File: config.mk
export PLATFORM = sky130hd
export DESIGN_NAME = rtp_h264_depacketizer_unit
export DESIGN_NICKNAME = d
export VERILOG_FILES = /design/src/rtl/core/rhd_pkg.sv /design/src/rtl/core/rhd_parser.sv /design/src/rtl/core/rhd_emitter.sv /design/src/rtl/core/rtp_h264_depacketizer_unit.sv
export SDC_FILE = /design/constraint.sdc
export NUM_CORES = 1
export LEC_CHECK = 0
export ABC_AREA = 1
export ABC_CLOCK_PERIOD_IN_PS = 3800
export BUFFER_PORTS_ARGS = -buffer_cell sky130_fd_sc_hd__clkbuf_2
export CAP_MARGIN = 10
export CELL_PAD_IN_SITES_DETAIL_PLACEMENT = 1
export CELL_PAD_IN_SITES_GLOBAL_PLACEMENT = 2
export CORE_MARGIN = 2
export CORE_UTILIZATION = 33
export DETAILED_ROUTE_END_ITERATION = 7
export PLACE_DENSITY = 0.79
export SYNTH_ARGS = -nofsm -noshare
export SYNTH_HDL_FRONTEND = slang
export SYNTH_SLANG_ARGS = --single-unit
File: constraint.sdc
create_clock -name clk -period 3.8 [get_ports clk]
set_clock_uncertainty 0.1 [all_clocks]
set_input_delay 1.14 -clock clk [delete_from_list [all_inputs] [get_ports clk]]
set_output_delay 1.14 -clock clk [all_outputs]
set_load 0.05 [all_outputs]
File: src/rtl/core/rhd_pkg.sv
// Shared types and constants for the RTP to Annex-B H.264 depacketizer.
// No dependencies; used by rhd_parser, rhd_emitter and the top level.
package rhd_pkg;

  localparam int unsigned BYTE_W  = 8;
  localparam int unsigned PT_W    = 7;
  localparam int unsigned POS_W   = 4;
  localparam int unsigned MODE_W  = 2;
  localparam int unsigned NRI_W   = 3;
  localparam int unsigned NTYPE_W = 5;
  localparam int unsigned IDX_W   = 3;

  // RTP header length and saturation point of the byte position
  localparam logic [POS_W-1:0] HDR_LEN = 4'd12;
  localparam logic [POS_W-1:0] POS_SAT = 4'd14;

  // NAL unit types
  localparam logic [NTYPE_W-1:0] TYPE_SINGLE_FIRST = 5'd1;
  localparam logic [NTYPE_W-1:0] TYPE_AGG_FIRST    = 5'd24;
  localparam logic [NTYPE_W-1:0] TYPE_FU_A         = 5'd28;

  localparam logic [PT_W-1:0] VPT_RESET = 7'd96;

  // packet handling modes
  localparam logic [MODE_W-1:0] MODE_DROP   = 2'd0;
  localparam logic [MODE_W-1:0] MODE_SINGLE = 2'd1;
  localparam logic [MODE_W-1:0] MODE_FUA    = 2'd2;

  // start code 00 00 00 01: three zero bytes then the final one
  localparam logic [IDX_W-1:0]  SC_LAST_IDX = 3'd3;
  localparam logic [IDX_W-1:0]  BYTE_IDX    = 3'd4;
  localparam logic [BYTE_W-1:0] SC_LAST_VAL = 8'h01;

  // result set caused by one packet byte
  typedef struct packed {
    logic              sc;       // start code goes out first
    logic              byte_en;  // a stream byte goes out
    logic [BYTE_W-1:0] data;
    logic              fe;       // frame ends on the last result
  } desc_t;

endpackage

File: src/rtl/core/rhd_parser.sv
// Packet byte parser: tracks header position, marker, payload type and
// NAL/FU-A mode, and turns each byte into a result descriptor. Uses rhd_pkg.
module rhd_parser (
  input  logic                        clk,
  input  logic                        rst_n,
  input  logic                        accept,
  input  logic [rhd_pkg::BYTE_W-1:0]  in_byte,
  input  logic                        in_last_byte,
  input  logic [rhd_pkg::PT_W-1:0]    video_pt,
  output rhd_pkg::desc_t              desc,
  output logic                        desc_vld
);

  logic [rhd_pkg::POS_W-1:0]  pos_r, pos_nxt;
  logic                       marker_r, marker_nxt;
  logic                       acc_r, acc_nxt;
  logic [rhd_pkg::MODE_W-1:0] mode_r, mode_nxt;
  logic [rhd_pkg::NRI_W-1:0]  fnp_r, fnp_nxt;
  logic                       pend_r, pend_nxt;

  logic                         emit;
  logic                         ends;
  logic [rhd_pkg::BYTE_W-1:0]   emit_val;
  logic [rhd_pkg::NTYPE_W-1:0]  ntype;

  assign ntype = in_byte[rhd_pkg::NTYPE_W-1:0];

  always_comb begin
    pos_nxt    = pos_r;
    marker_nxt = marker_r;
    acc_nxt    = acc_r;
    mode_nxt   = mode_r;
    fnp_nxt    = fnp_r;
    emit       = 1'b0;
    ends       = 1'b0;
    emit_val   = in_byte;

    if (pos_r == '0) begin
      mode_nxt = rhd_pkg::MODE_DROP;
    end else if (pos_r == 4'd1) begin
      marker_nxt = in_byte[7];
      acc_nxt    = (in_byte[6:0] == video_pt);
    end else if (pos_r == rhd_pkg::HDR_LEN) begin
      mode_nxt = rhd_pkg::MODE_DROP;
      if (acc_r) begin
        if (ntype >= rhd_pkg::TYPE_SINGLE_FIRST && ntype < rhd_pkg::TYPE_AGG_FIRST) begin
          mode_nxt = rhd_pkg::MODE_SINGLE;
          emit     = 1'b1;
          ends     = in_last_byte;
        end else if (ntype == rhd_pkg::TYPE_FU_A) begin
          mode_nxt = rhd_pkg::MODE_FUA;
          fnp_nxt  = in_byte[7:5];
        end
      end
    end else if (pos_r == rhd_pkg::HDR_LEN + 4'd1) begin
      if (mode_r == rhd_pkg::MODE_SINGLE) begin
        emit = 1'b1;
        ends = in_last_byte;
      end else if (mode_r == rhd_pkg::MODE_FUA) begin
        // start fragment without marker: rebuild the NAL header
        emit     = in_byte[7] && !marker_r;
        emit_val = {fnp_r, in_byte[rhd_pkg::NTYPE_W-1:0]};
        ends     = in_last_byte && marker_r;
      end
    end else if (pos_r >= rhd_pkg::POS_SAT) begin
      if (mode_r == rhd_pkg::MODE_SINGLE) begin
        emit = 1'b1;
        ends = in_last_byte;
      end else if (mode_r == rhd_pkg::MODE_FUA) begin
        emit = 1'b1;
        ends = in_last_byte && marker_r;
      end
    end

    if (ends) begin
      pend_nxt = 1'b1;
    end else if (emit) begin
      pend_nxt = 1'b0;
    end else begin
      pend_nxt = pend_r;
    end

    if (in_last_byte) begin
      pos_nxt  = '0;
      mode_nxt = rhd_pkg::MODE_DROP;
    end else if (pos_r < rhd_pkg::POS_SAT) begin
      pos_nxt = pos_r + 4'd1;
    end
  end

  assign desc.sc      = emit && pend_r;
  assign desc.byte_en = emit;
  assign desc.data    = emit_val;
  assign desc.fe      = ends;
  assign desc_vld     = emit || ends;

  always_ff @(posedge clk) begin
    if (!rst_n) begin
      pos_r    <= '0;
      marker_r <= 1'b0;
      acc_r    <= 1'b0;
      mode_r   <= rhd_pkg::MODE_DROP;
      fnp_r    <= '0;
      pend_r   <= 1'b1;
    end else if (accept) begin
      pos_r    <= pos_nxt;
      marker_r <= marker_nxt;
      acc_r    <= acc_nxt;
      mode_r   <= mode_nxt;
      fnp_r    <= fnp_nxt;
      pend_r   <= pend_nxt;
    end
  end

endmodule

File: src/rtl/core/rhd_emitter.sv
// Result sequencer: holds one descriptor and sends its start code, byte
// or bare flush one result per cycle while out_ready is high. Uses rhd_pkg.
module rhd_emitter (
  input  logic                        clk,
  input  logic                        rst_n,
  input  logic                        load,
  input  rhd_pkg::desc_t              desc,
  output logic                        free,
  output logic                        out_valid,
  input  logic                        out_ready,
  output logic [rhd_pkg::BYTE_W-1:0]  out_byte,
  output logic                        out_has_byte,
  output logic                        out_frame_end
);

  rhd_pkg::desc_t             desc_r;
  logic                       vld_r;
  logic [rhd_pkg::IDX_W-1:0]  idx_r, idx_nxt;
  logic                       in_sc;
  logic                       final_res;
  logic                       take;

  assign in_sc     = desc_r.sc && (idx_r <= rhd_pkg::SC_LAST_IDX);
  assign final_res = desc_r.sc ? (idx_r == rhd_pkg::BYTE_IDX) : 1'b1;
  assign take      = vld_r && out_ready;
  assign free      = !vld_r || (take && final_res);
  assign idx_nxt   = idx_r + 3'd1;

  always_comb begin
    if (in_sc) begin
      out_byte      = (idx_r == rhd_pkg::SC_LAST_IDX) ? rhd_pkg::SC_LAST_VAL : '0;
      out_has_byte  = 1'b1;
      out_frame_end = 1'b0;
    end else begin
      out_byte      = desc_r.byte_en ? desc_r.data : '0;
      out_has_byte  = desc_r.byte_en;
      out_frame_end = desc_r.fe;
    end
  end

  assign out_valid = vld_r;

  always_ff @(posedge clk) begin
    if (!rst_n) begin
      vld_r <= 1'b0;
      idx_r <= '0;
    end else if (load) begin
      vld_r <= 1'b1;
      idx_r <= '0;
    end else if (take) begin
      if (final_res) begin
        vld_r <= 1'b0;
      end
      idx_r <= idx_nxt;
    end
  end

  always_ff @(posedge clk) begin
    if (load) begin
      desc_r <= desc;
    end
  end

endmodule

File: src/rtl/core/rtp_h264_depacketizer_unit.sv
// Top level of the RTP to Annex-B H.264 depacketizer.
// Instantiates rhd_parser and rhd_emitter; uses rhd_pkg.
//
// Usage:
//   Input channel (in_valid/in_ready): one RTP packet byte per request,
//   in_last_byte marks the final byte. A fixed 12-byte RTP header is
//   assumed; header byte 1 gives marker and payload type.
//   Output channel (out_valid/out_ready): one Annex-B stream byte per
//   request, or a bare frame-end flush (out_has_byte low).
//   Config channel (cfg_valid/cfg_ready): writes the accepted video
//   payload type; always ready, write only while idle.
// A result is registered and appears in the cycle after the byte that causes it.
// Throughput: one input byte per cycle while each byte yields at most one
//   result and out_ready is high; a byte that needs the 00 00 00 01 start
//   code yields five results, and the result register then holds the input
//   off until they have left. The next byte is taken in the cycle in which
//   the last result of the previous one leaves.
// Reset (rst_n low, synchronous): position and mode are cleared, the output
//   register is emptied, a start code is pending, payload type returns to 96.
// Receiver stall: the current result holds; in_ready drops until the last
//   result of the held request is taken.
module rtp_h264_depacketizer_unit (
  input  logic                        clk,
  input  logic                        rst_n,
  // packet byte input
  input  logic                        in_valid,
  output logic                        in_ready,
  input  logic [rhd_pkg::BYTE_W-1:0]  in_byte,
  input  logic                        in_last_byte,
  // stream output
  output logic                        out_valid,
  input  logic                        out_ready,
  output logic [rhd_pkg::BYTE_W-1:0]  out_byte,
  output logic                        out_has_byte,
  output logic                        out_frame_end,
  // configuration write
  input  logic                        cfg_valid,
  output logic                        cfg_ready,
  input  logic [rhd_pkg::PT_W-1:0]    cfg_video_payload_type
);

  logic [rhd_pkg::PT_W-1:0] vpt_r;
  logic                     accept;
  logic                     emit_free;
  rhd_pkg::desc_t           desc;
  logic                     desc_vld;

  assign cfg_ready = 1'b1;

  always_ff @(posedge clk) begin
    if (!rst_n) begin
      vpt_r <= rhd_pkg::VPT_RESET;
    end else if (cfg_valid && cfg_ready) begin
      vpt_r <= cfg_video_payload_type;
    end
  end

  // a new byte goes in whenever the result register is empty or its last
  // result leaves this cycle
  assign in_ready = emit_free;
  assign accept   = in_valid && in_ready;

  rhd_parser u_parser (
    .clk          (clk),
    .rst_n        (rst_n),
    .accept       (accept),
    .in_byte      (in_byte),
    .in_last_byte (in_last_byte),
    .video_pt     (vpt_r),
    .desc         (desc),
    .desc_vld     (desc_vld)
  );

  // bytes that cause no result never occupy the result register
  rhd_emitter u_emitter (
    .clk           (clk),
    .rst_n         (rst_n),
    .load          (accept && desc_vld),
    .desc          (desc),
    .free          (emit_free),
    .out_valid     (out_valid),
    .out_ready     (out_ready),
    .out_byte      (out_byte),
    .out_has_byte  (out_has_byte),
    .out_frame_end (out_frame_end)
  );

endmodule
==> flow_metrics.tcl, run 1 <==
set metrics [dict create \
    layout.cells.non_filler 346 \
    first_iter_violations 60 \
    ys_types 30 \
    arrival_ns 1.80 \
    overflow 0 \
    maxUsedRoutingLayer "met4" \
    placed_cells 338 \
    slew_violations 0 \
    cts_tree "done" \
    drt-total-wl_mm 3.92 \
    die_area_um2 6130 \
    row_count 27 \
    hold_viol 0 \
    io_pins 34 \
    fmax_mhz 329 \
    ant_nets 0 \
    wl_met3_um 143 \
    seq_area_frac_synth_pct 43.4 \
    yosys_warnings 0 \
    ys_ff_latch 34 \
    timing.max_cap.violations 0 \
    first_global_vias 1606 \
    synth_fp_nets 268 \
    drc 0 \
    clk_pin_slew_ns 0.07 \
    area_delta_synth_final_pct 17.2 \
    fin_nets 303 \
    criticalPathCategory "register to output port" \
    die_h_um 78.3 \
    power_density_nw_per_um2 338 \
    final_util_pct 39.5 \
    grt_max_degree 21 \
    gp_congestion 0.739 \
    intPower_uw 536 \
    cts_setup_buffers 0 \
    die_x_um 78.3 \
    p_comb_share_pct 10.0 \
    clockRootBuffer "clkbuf_8" \
    rsz0062_at_grt "false" \
    cts-resized-gates 0 \
    dp_hpwl_mm 3.19 \
    wl_met2_mm 1.82 \
    cts_sinks 34 \
    startpoint_type "register" \
    grt_pass1_wl_mm 6.93 \
    p_sw_uw 186 \
    syn_area_um2 1820 \
    dr.pass1.iters 4 \
    clkLatencyLatePin_ns 0.29 \
    htree_num_levels 2 \
    track_usage_pct 14.4 \
    setup_viol 0 \
    peakVddDrop_mv 0.188 \
    p_seq_share_pct 54.0 \
    synth_cells 238 \
    finalSetupTns_ns 0 \
    avgSynthCellArea_um2 7.66 \
    clockBufferDepth 2 \
    period_needed_ns 3.04 \
    vias_per_cell 4.49 \
    drive_above_1_share_pct 19.0 \
    wl_met1_mm 1.89 \
    crit_path_end_kind "output port" \
    period_share_pct 80.0 \
    p_clk_share_pct 36.0 \
    antenna_found_initial 0 \
    cts_buffers 5 \
    status "complete, no violations" \
    port_buffers 32 \
    core_area_um2 5410 \
    avgRoutedWirePerCell_um 11.3 \
    hold_buffers 0 \
    crit_required_ns 2.56 \
    dpl-instance-area_um2 2050 \
    switching_share_pct 25.7 \
    via_count 1554 \
    power_uw 722 \
    cp_max_fo 9 \
    initial_core_util_pct 33.7 \
    power_leakage_uw 0.000999 \
    hp-class "register to register" \
    diodes 0 \
    fin_area_um2 2140 \
]
[state kept, by name, summed over array words and instances, names as in the netlist]
name	flops
u_emitter.desc_r	11
vpt_r	7
u_parser.pos_r	4
u_emitter.idx_r	3
u_parser.fnp_r	3
u_parser.mode_r	2
u_emitter.out_valid	1
u_parser.acc_r	1
u_parser.marker_r	1
u_parser.pend_r	1
[cells in the mapped netlist (all sizes together)]
master	count	area share, %
a21boi	1	1.0
nor3	5	1.6
o21ai	15	4.1
o21ba	1	0.55
buf	2	0.82
edfxtp	11	18
xor2	3	1.4
nand3	21	6.0
a21oi	9	2.5
and2	2	0.76
dfxtp	23	25
nand2	45	9.5
conb	1	0.21
inv	30	6.2
or2	1	0.34
nor2	47	10
ha	9	6.2
nand4	3	1.4
xnor2	6	2.9
clkbuf	2	0.41
o211ai	1	0.41
[area by class of cell]
type	instances	area, µm²
sequential	34	791
clock buffer	5	68.8
multi-input combinational	170	897
inverter	30	113
timing repair buffer	32	160
tap	72	90.1
fill	704	3270
clock inverter	3	16.3
[kinds of logic after synthesis]
| kind of cell | after synthesis | share of synthesized area [%] |
|---|---|---|
| AO/OA/AOI/OAI | 27 | 8.58 |
| XOR/XNOR | 9 | 4.32 |
| adder cells (fa/ha/maj) | 9 | 6.18 |
| buffers and inverters | 34 | 7.41 |
| flip-flops | 34 | 43.4 |
| other | 1 | 0.206 |
| AND/OR/NAND/NOR | 124 | 29.9 |
[per-stage QoR]
| stage | hold WS [ns] | worst slack, ns |
|---|---|---|
| 3_5_place_dp | 0.355 | 0.863 |
| 4_1_cts | 0.382 | 0.725 |
| 2_1_floorplan | 0.329 | 0.963 |
| 3_3_place_gp | 0.344 | 0.876 |
| 5_1_grt | 0.400 | 0.627 |
| 6_report | 0.368 | 0.760 |
[power groups by stage]
stage	logic, µW	registers (µW)	clock network (µW)
after CTS	73.9	390	270
after global placement	72.9	398	0
after global routing	83.7	391	286
after floorplan	48.6	396	0
final	72.0	390	260
after detailed placement	73.5	398	0
[final timing paths]
path                       from                  end  slack, ns  depth (start not counted)
max          u_emitter.idx_r[0]         out_has_byte       0.76                          7
min             u_parser.pend_r      u_parser.pend_r       0.37                          2
max reg2reg   u_parser.pos_r[1]  u_emitter.desc_r[6]       1.74                          8
min reg2reg     u_parser.pend_r      u_parser.pend_r       0.37                          2
[layout by cell type (no fill, tap or decap), types with 3 or more instances in the layout]
cell,count
ha_1,9
nor3_1,4
clkbuf_2,32
dfxtp_1,23
o21ai_1,3
nand3_1,20
clkbuf_8,5
nor2_1,45
inv_1,28
edfxtp_1,11
nand2_1,43
xor2_1,3
a21oi_1,9
xnor2_1,6
o21ai_0,12
[critical path: stages (launching register included)]
cell and delay, ns:
dfxtp_1 0.34, ha_1 0.20, ha_1 0.17, nand2_1 0.06, and2_1 0.16, inv_2 0.08
or2_2 0.27, clkbuf_2 0.23
[routing by layer]
| metal | track usage [%] | vias to the layer above |
|---|---|---|
| li1 | - | 826 |
| met1 | 17.8 | 696 |
| met2 | 24.5 | 26 |
| met3 | 3.45 | 6 |
| met4 | 5.26 | 0 |
| met5 | 0 | - |
No activity file was read; power rests on OpenSTA's default activity.
==> run 2: changes to the inputs <==
--- a/config.mk
+++ b/config.mk
@@ -6,15 +6,15 @@
 export NUM_CORES = 1
 export LEC_CHECK = 0
 export ABC_AREA = 1
-export ABC_CLOCK_PERIOD_IN_PS = 3800
+export ABC_CLOCK_PERIOD_IN_PS = 2780
 export BUFFER_PORTS_ARGS = -buffer_cell sky130_fd_sc_hd__clkbuf_2
 export CAP_MARGIN = 10
 export CELL_PAD_IN_SITES_DETAIL_PLACEMENT = 1
 export CELL_PAD_IN_SITES_GLOBAL_PLACEMENT = 2
 export CORE_MARGIN = 2
-export CORE_UTILIZATION = 33
+export CORE_UTILIZATION = 28
 export DETAILED_ROUTE_END_ITERATION = 7
-export PLACE_DENSITY = 0.79
+export PLACE_DENSITY = 0.71
 export SYNTH_ARGS = -nofsm -noshare
 export SYNTH_HDL_FRONTEND = slang
 export SYNTH_SLANG_ARGS = --single-unit
==> constraint.sdc (replaced) <==
create_clock -name clk -period 2.78 [get_ports clk]
set_clock_uncertainty 0.1 [all_clocks]
set_input_delay 0.834 -clock clk [delete_from_list [all_inputs] [get_ports clk]]
set_output_delay 0.834 -clock clk [all_outputs]
set_load 0.05 [all_outputs]
==> flow_metrics.tcl, run 2 (same netlist as run 1, synthesis figures left out) <==
set metrics [dict create \
    status "complete, no violations" \
    layout_setup_ws_ns 0.122 \
    criticalPathCategory "register to output port" \
    clk_pin_slew_ns 0.07 \
    port_buffers 32 \
    rsz0062_at_grt "false" \
    cts_tree "done" \
    hold_buffers 0 \
    grt_pass1_wl_mm 7.33 \
    htree_num_levels 2 \
    hold_viol 0 \
    clkLatencyLatePin_ns 0.29 \
    path_cells "ha_1, ha_1, nand2_1, and2_4, inv_2, or2_2, buf_6" \
    layout.cells.non_filler 351 \
    timing.max_cap.violations 0 \
    nFillCells 805 \
    drive_above_1_share_pct 19.3 \
    peakVddDrop_mv 0.192 \
    row_count 29 \
    via_count 1575 \
    setup_viol 0 \
    drc 0 \
    hp-class "register to register" \
    antenna_found_initial 0 \
    die_area_um2 7170 \
    crit_top_cell "ha_1" \
    area_delta_synth_final_pct 18.0 \
    drt-total-wl_mm 4.19 \
    finalSetupTns_ns 0 \
    final_cell_mix "nor2_1 (45), nand2_1 (43), clkbuf_2 (31)" \
    period_share_pct 95.6 \
    fmax_mhz 376 \
    avgRoutedWirePerCell_um 11.9 \
    startpoint_type "register" \
    overflow 0 \
    dp_slack_ns 0.325 \
    crit_path_end_kind "output port" \
    cts_sinks 34 \
    vias_per_cell 4.49 \
    clockBufferDepth 2 \
    die_x_um 84.7 \
    rrSetupSlack_ns 0.71 \
    grt_max_degree 21 \
    power_density_nw_per_um2 460 \
    crit_required_ns 1.85 \
    dr.pass1.iters 3 \
    period_needed_ns 2.66 \
    regMostFlops "u_emitter.desc_r" \
    power_leakage_uw 0.00100 \
    cp_slowest_cell "dfxtp_1" \
    cts_setup_buffers 0 \
    cp_max_fo 9 \
    gp_congestion 0.734 \
    dp_hpwl_mm 3.36 \
    ant_nets 0 \
    track_usage_pct 13.0 \
    first_iter_violations 25 \
    clockRootBuffer "clkbuf_8" \
    cts_buffers 5 \
    largestRegisters "u_emitter.desc_r (11), vpt_r (7), u_parser.pos_r (4)" \
    die_h_um 84.7 \
    initial_core_util_pct 28.9 \
    crit_family "simple AND/OR/NAND/NOR gates" \
    largest_reg_flops 11 \
    first_global_vias 1629 \
    final_common_cell "nor2_1" \
    diodes 0 \
    arrival_ns 1.72 \
    power_uw 989 \
    fin_nets 303 \
    io_pins 34 \
    max_stage_delay_ns 0.33 \
    hold_ws_ns 0.363 \
    critPathBufInv 2 \
    placed_cells 343 \
    slew_violations 0 \
    core_area_um2 6310 \
]
run 2: where the power goes:
part	switching (µW)	internal, µW	leakage, µW
Combinational	61.3	38.3	0.000671
Sequential	9.91	523	0.000291
Clock	185	171	0.0000416
Total	256	733	0.00100
run 2: final cells by class:
class                      count  area (µm²)  share of cell area [%]
tap                           77        96.3                    4.48
clock inverter                 3        16.3                   0.756
inverter                      30         113                    5.24
clock buffer                   5        68.8                    3.20
timing repair buffer          32         166                    7.74
multi-input combinational    170         900                    41.8
sequential                    34         791                    36.8
run 2: path summary, 6_finish.rpt:
check | from | endpoint | depth (start not counted)
hold reg to reg | u_parser.pend_r | u_parser.pend_r | 2
hold / removal | u_parser.pend_r | u_parser.pend_r | 2
setup / recovery | u_emitter.idx_r[0] | out_has_byte | 7
setup reg to reg | u_parser.pos_r[0] | u_emitter.desc_r[0] | 8
run 2: timing repair:
item / 4_1_cts / 5_1_grt
resized for setup: 1 / 3
setup endpoints to repair: 1 / 4
gates cloned: 0 / 0
run 2: routing by layer:
layer	track usage [%]	wire length, µm	vias up
met5	0	0	-
li1	-	-	826
met4	6.06	95	0
met1	15.7	1970	721
met2	22.0	2010	23
met3	2.65	110	5
run 2: metrics by stage:
stage	utilization, %	instance area [µm²]
after floorplan	-	1820
after global placement	32.6	2060
after detailed placement	32.6	2060
after CTS	34.0	2140
after global routing	34.1	2150
final	34.1	2150
run 2: worst reg2reg max path, cell delays in order, from the launching register on:
cell and delay (ns):
dfxtp_1 0.36, inv_1 0.11, ha_1 0.16, inv_1 0.08, nor2_4 0.18, inv_2 0.07
o21ai_1 0.11, nand3_1 0.18, nand2_1 0.36
==> run 3: changes to the inputs <==
--- a/config.mk
+++ b/config.mk
@@ -6,7 +6,7 @@
 export NUM_CORES = 1
 export LEC_CHECK = 0
 export ABC_AREA = 1
-export ABC_CLOCK_PERIOD_IN_PS = 2780
+export ABC_CLOCK_PERIOD_IN_PS = 2300
 export BUFFER_PORTS_ARGS = -buffer_cell sky130_fd_sc_hd__clkbuf_2
 export CAP_MARGIN = 10
 export CELL_PAD_IN_SITES_DETAIL_PLACEMENT = 1
==> constraint.sdc (replaced) <==
create_clock -name clk -period 2.3 [get_ports clk]
set_clock_uncertainty 0.1 [all_clocks]
set_input_delay 0.69 -clock clk [delete_from_list [all_inputs] [get_ports clk]]
set_output_delay 0.69 -clock clk [all_outputs]
set_load 0.05 [all_outputs]
==> flow_metrics.tcl, run 3 (same netlist as run 1, synthesis figures left out) <==
set metrics [dict create \
    arrival_ns 1.62 \
    fin_area_um2 2420 \
    avgRoutedWirePerCell_um 12.1 \
    via_count 1638 \
    dp_hpwl_mm 3.30 \
    timing.max_cap.violations 0 \
    port_buffers 32 \
    gp_congestion 0.780 \
    overflow 0 \
    r2r_cells 10 \
    maxUsedRoutingLayer "met4" \
    vias_per_cell 4.58 \
    ant_nets 0 \
    drc 0 \
    min_to "u_parser.pend_r" \
    fin_nets 310 \
    htree_num_levels 2 \
    first_global_vias 1623 \
    p_comb_share_pct 9.2 \
    power_leakage_uw 0.00108 \
    whs_path_depth 2 \
    die_h_um 84.7 \
    period_share_pct 105 \
    clockRootBuffer "clkbuf_8" \
    clockBufferDepth 2 \
    cp_max_fo 5 \
    timing.rr.start "u_emitter.idx_r[0]" \
    status "finished with violations" \
    final_util_pct 38.3 \
    period_needed_ns 2.41 \
    criticalPathCategory "register to output port" \
    die_x_um 84.7 \
    largestRegisters "u_emitter.desc_r (11), vpt_r (7), u_parser.pos_r (4)" \
    wl_met1_mm 1.95 \
    area_delta_synth_final_pct 32.6 \
    power_density_nw_per_um2 546 \
    grt_pass1_wl_mm 7.56 \
    slew_violations 0 \
    row_count 29 \
    hold_ws_ns 0.360 \
    peakVddDrop_mv 0.269 \
    setup_viol 8 \
    dr.pass1.iters 4 \
    crit_required_ns 1.51 \
    cts_tree "done" \
    violations "setup timing" \
    p_seq_share_pct 48.7 \
    crit_path_end_kind "output port" \
    rrSetupSlack_ns 0.34 \
    timing.rr.end "u_emitter.desc_r[9]" \
    io_pins 34 \
    drt-total-wl_mm 4.33 \
    switching_share_pct 24.2 \
    p_sw_uw 319 \
    diodes 0 \
    hold_buffers 0 \
    final_cell_mix "nor2_1 (40), nand2_1 (40), inv_1 (26)" \
    intPower_uw 1000 \
    rsz0062_at_grt "true" \
    wl_met3_um 134 \
    p_clk_share_pct 42.1 \
    largest_reg_flops 11 \
    die_area_um2 7170 \
    track_usage_pct 13.2 \
    cts_sinks 34 \
    dpl-instance-area_um2 2080 \
    initial_core_util_pct 28.9 \
    clkLatencyLatePin_ns 0.29 \
    core_area_um2 6310 \
    antenna_found_initial 0 \
    fmax_mhz 415 \
    cts_buffers 5 \
    min_from "u_parser.pend_r" \
    regMostFlops "u_emitter.desc_r" \
    clk_pin_slew_ns 0.07 \
    hold_viol 0 \
    first_iter_violations 44 \
    drive_above_1_share_pct 26.7 \
    startpoint_type "register" \
    grt_max_degree 21 \
    hp-class "register to register" \
    finalSetupTns_ns -0.490 \
    wl_met2_mm 2.20 \
    layout_setup_ws_ns -0.112 \
]
run 3: worst max path at each step:
| stage | startpoint | end | slack [ns] |
|---|---|---|---|
| after floorplan | u_emitter.idx_r[0] | out_byte[1] | -0.09 |
| after global placement | u_emitter.idx_r[0] | out_has_byte | 0.05 |
| after detailed placement | u_emitter.idx_r[0] | out_has_byte | 0.04 |
| after CTS | u_emitter.idx_r[0] | out_has_byte | -0.10 |
| after global routing | u_emitter.idx_r[0] | out_has_byte | -0.16 |
| final | u_emitter.idx_r[0] | out_has_byte | -0.11 |
run 3: final cells by class:
type | instances | area [µm²]
Timing Repair Buffer | 38 | 334
Multi-Input combinational cell | 170 | 957
Tap cell | 77 | 96.3
Inverter | 30 | 115
Timing Repair inverter | 1 | 7.51
Sequential cell | 34 | 793
Clock buffer | 5 | 68.8
Clock inverter | 3 | 45.0
Fill cell | 784 | 3900
run 3: through the flow:
stage | std cells | setup slack [ns] | total power (µW)
CTS | 358 | -0.101 | 1340
detailed placement | 345 | 0.0376 | 781
global route | 358 | -0.162 | 1390
global placement | 345 | 0.0493 | 780
finish | 358 | -0.112 | 1320
floorplan | 238 | -0.0868 | 735
run 3: layer usage:
layer,vias to the layer above,global-route usage [%]
met5,-,0
met4,0,4.33
met3,4,3.05
met2,30,22.5
met1,764,16.4
li1,840,-
run 3: what timing repair did:
item / CTS / global route
gates resized for setup: 37 / 15
setup buffers: 4 / 0
pin swaps: 3 / 0
setup endpoints to repair: 11 / 11
hold endpoints to repair: 0 / 0
cloned: 1 / 0
run 3: power by group through the flow:
stage | Combinational [µW] | Clock (µW) | Sequential [µW]
after floorplan | 80.3 | 0 | 655
after global placement | 122 | 0 | 658
after detailed placement | 123 | 0 | 658
after CTS | 124 | 572 | 644
after global routing | 141 | 600 | 646
final | 121 | 556 | 644
run 3: worst max-delay path, cell delays in order (launching register included):
cell,delay (ns)
dfxtp_2,0.34
ha_4,0.16
ha_4,0.15
nand2_2,0.06
and2_4,0.18
inv_4,0.06
or2_4,0.23
clkbuf_16,0.17
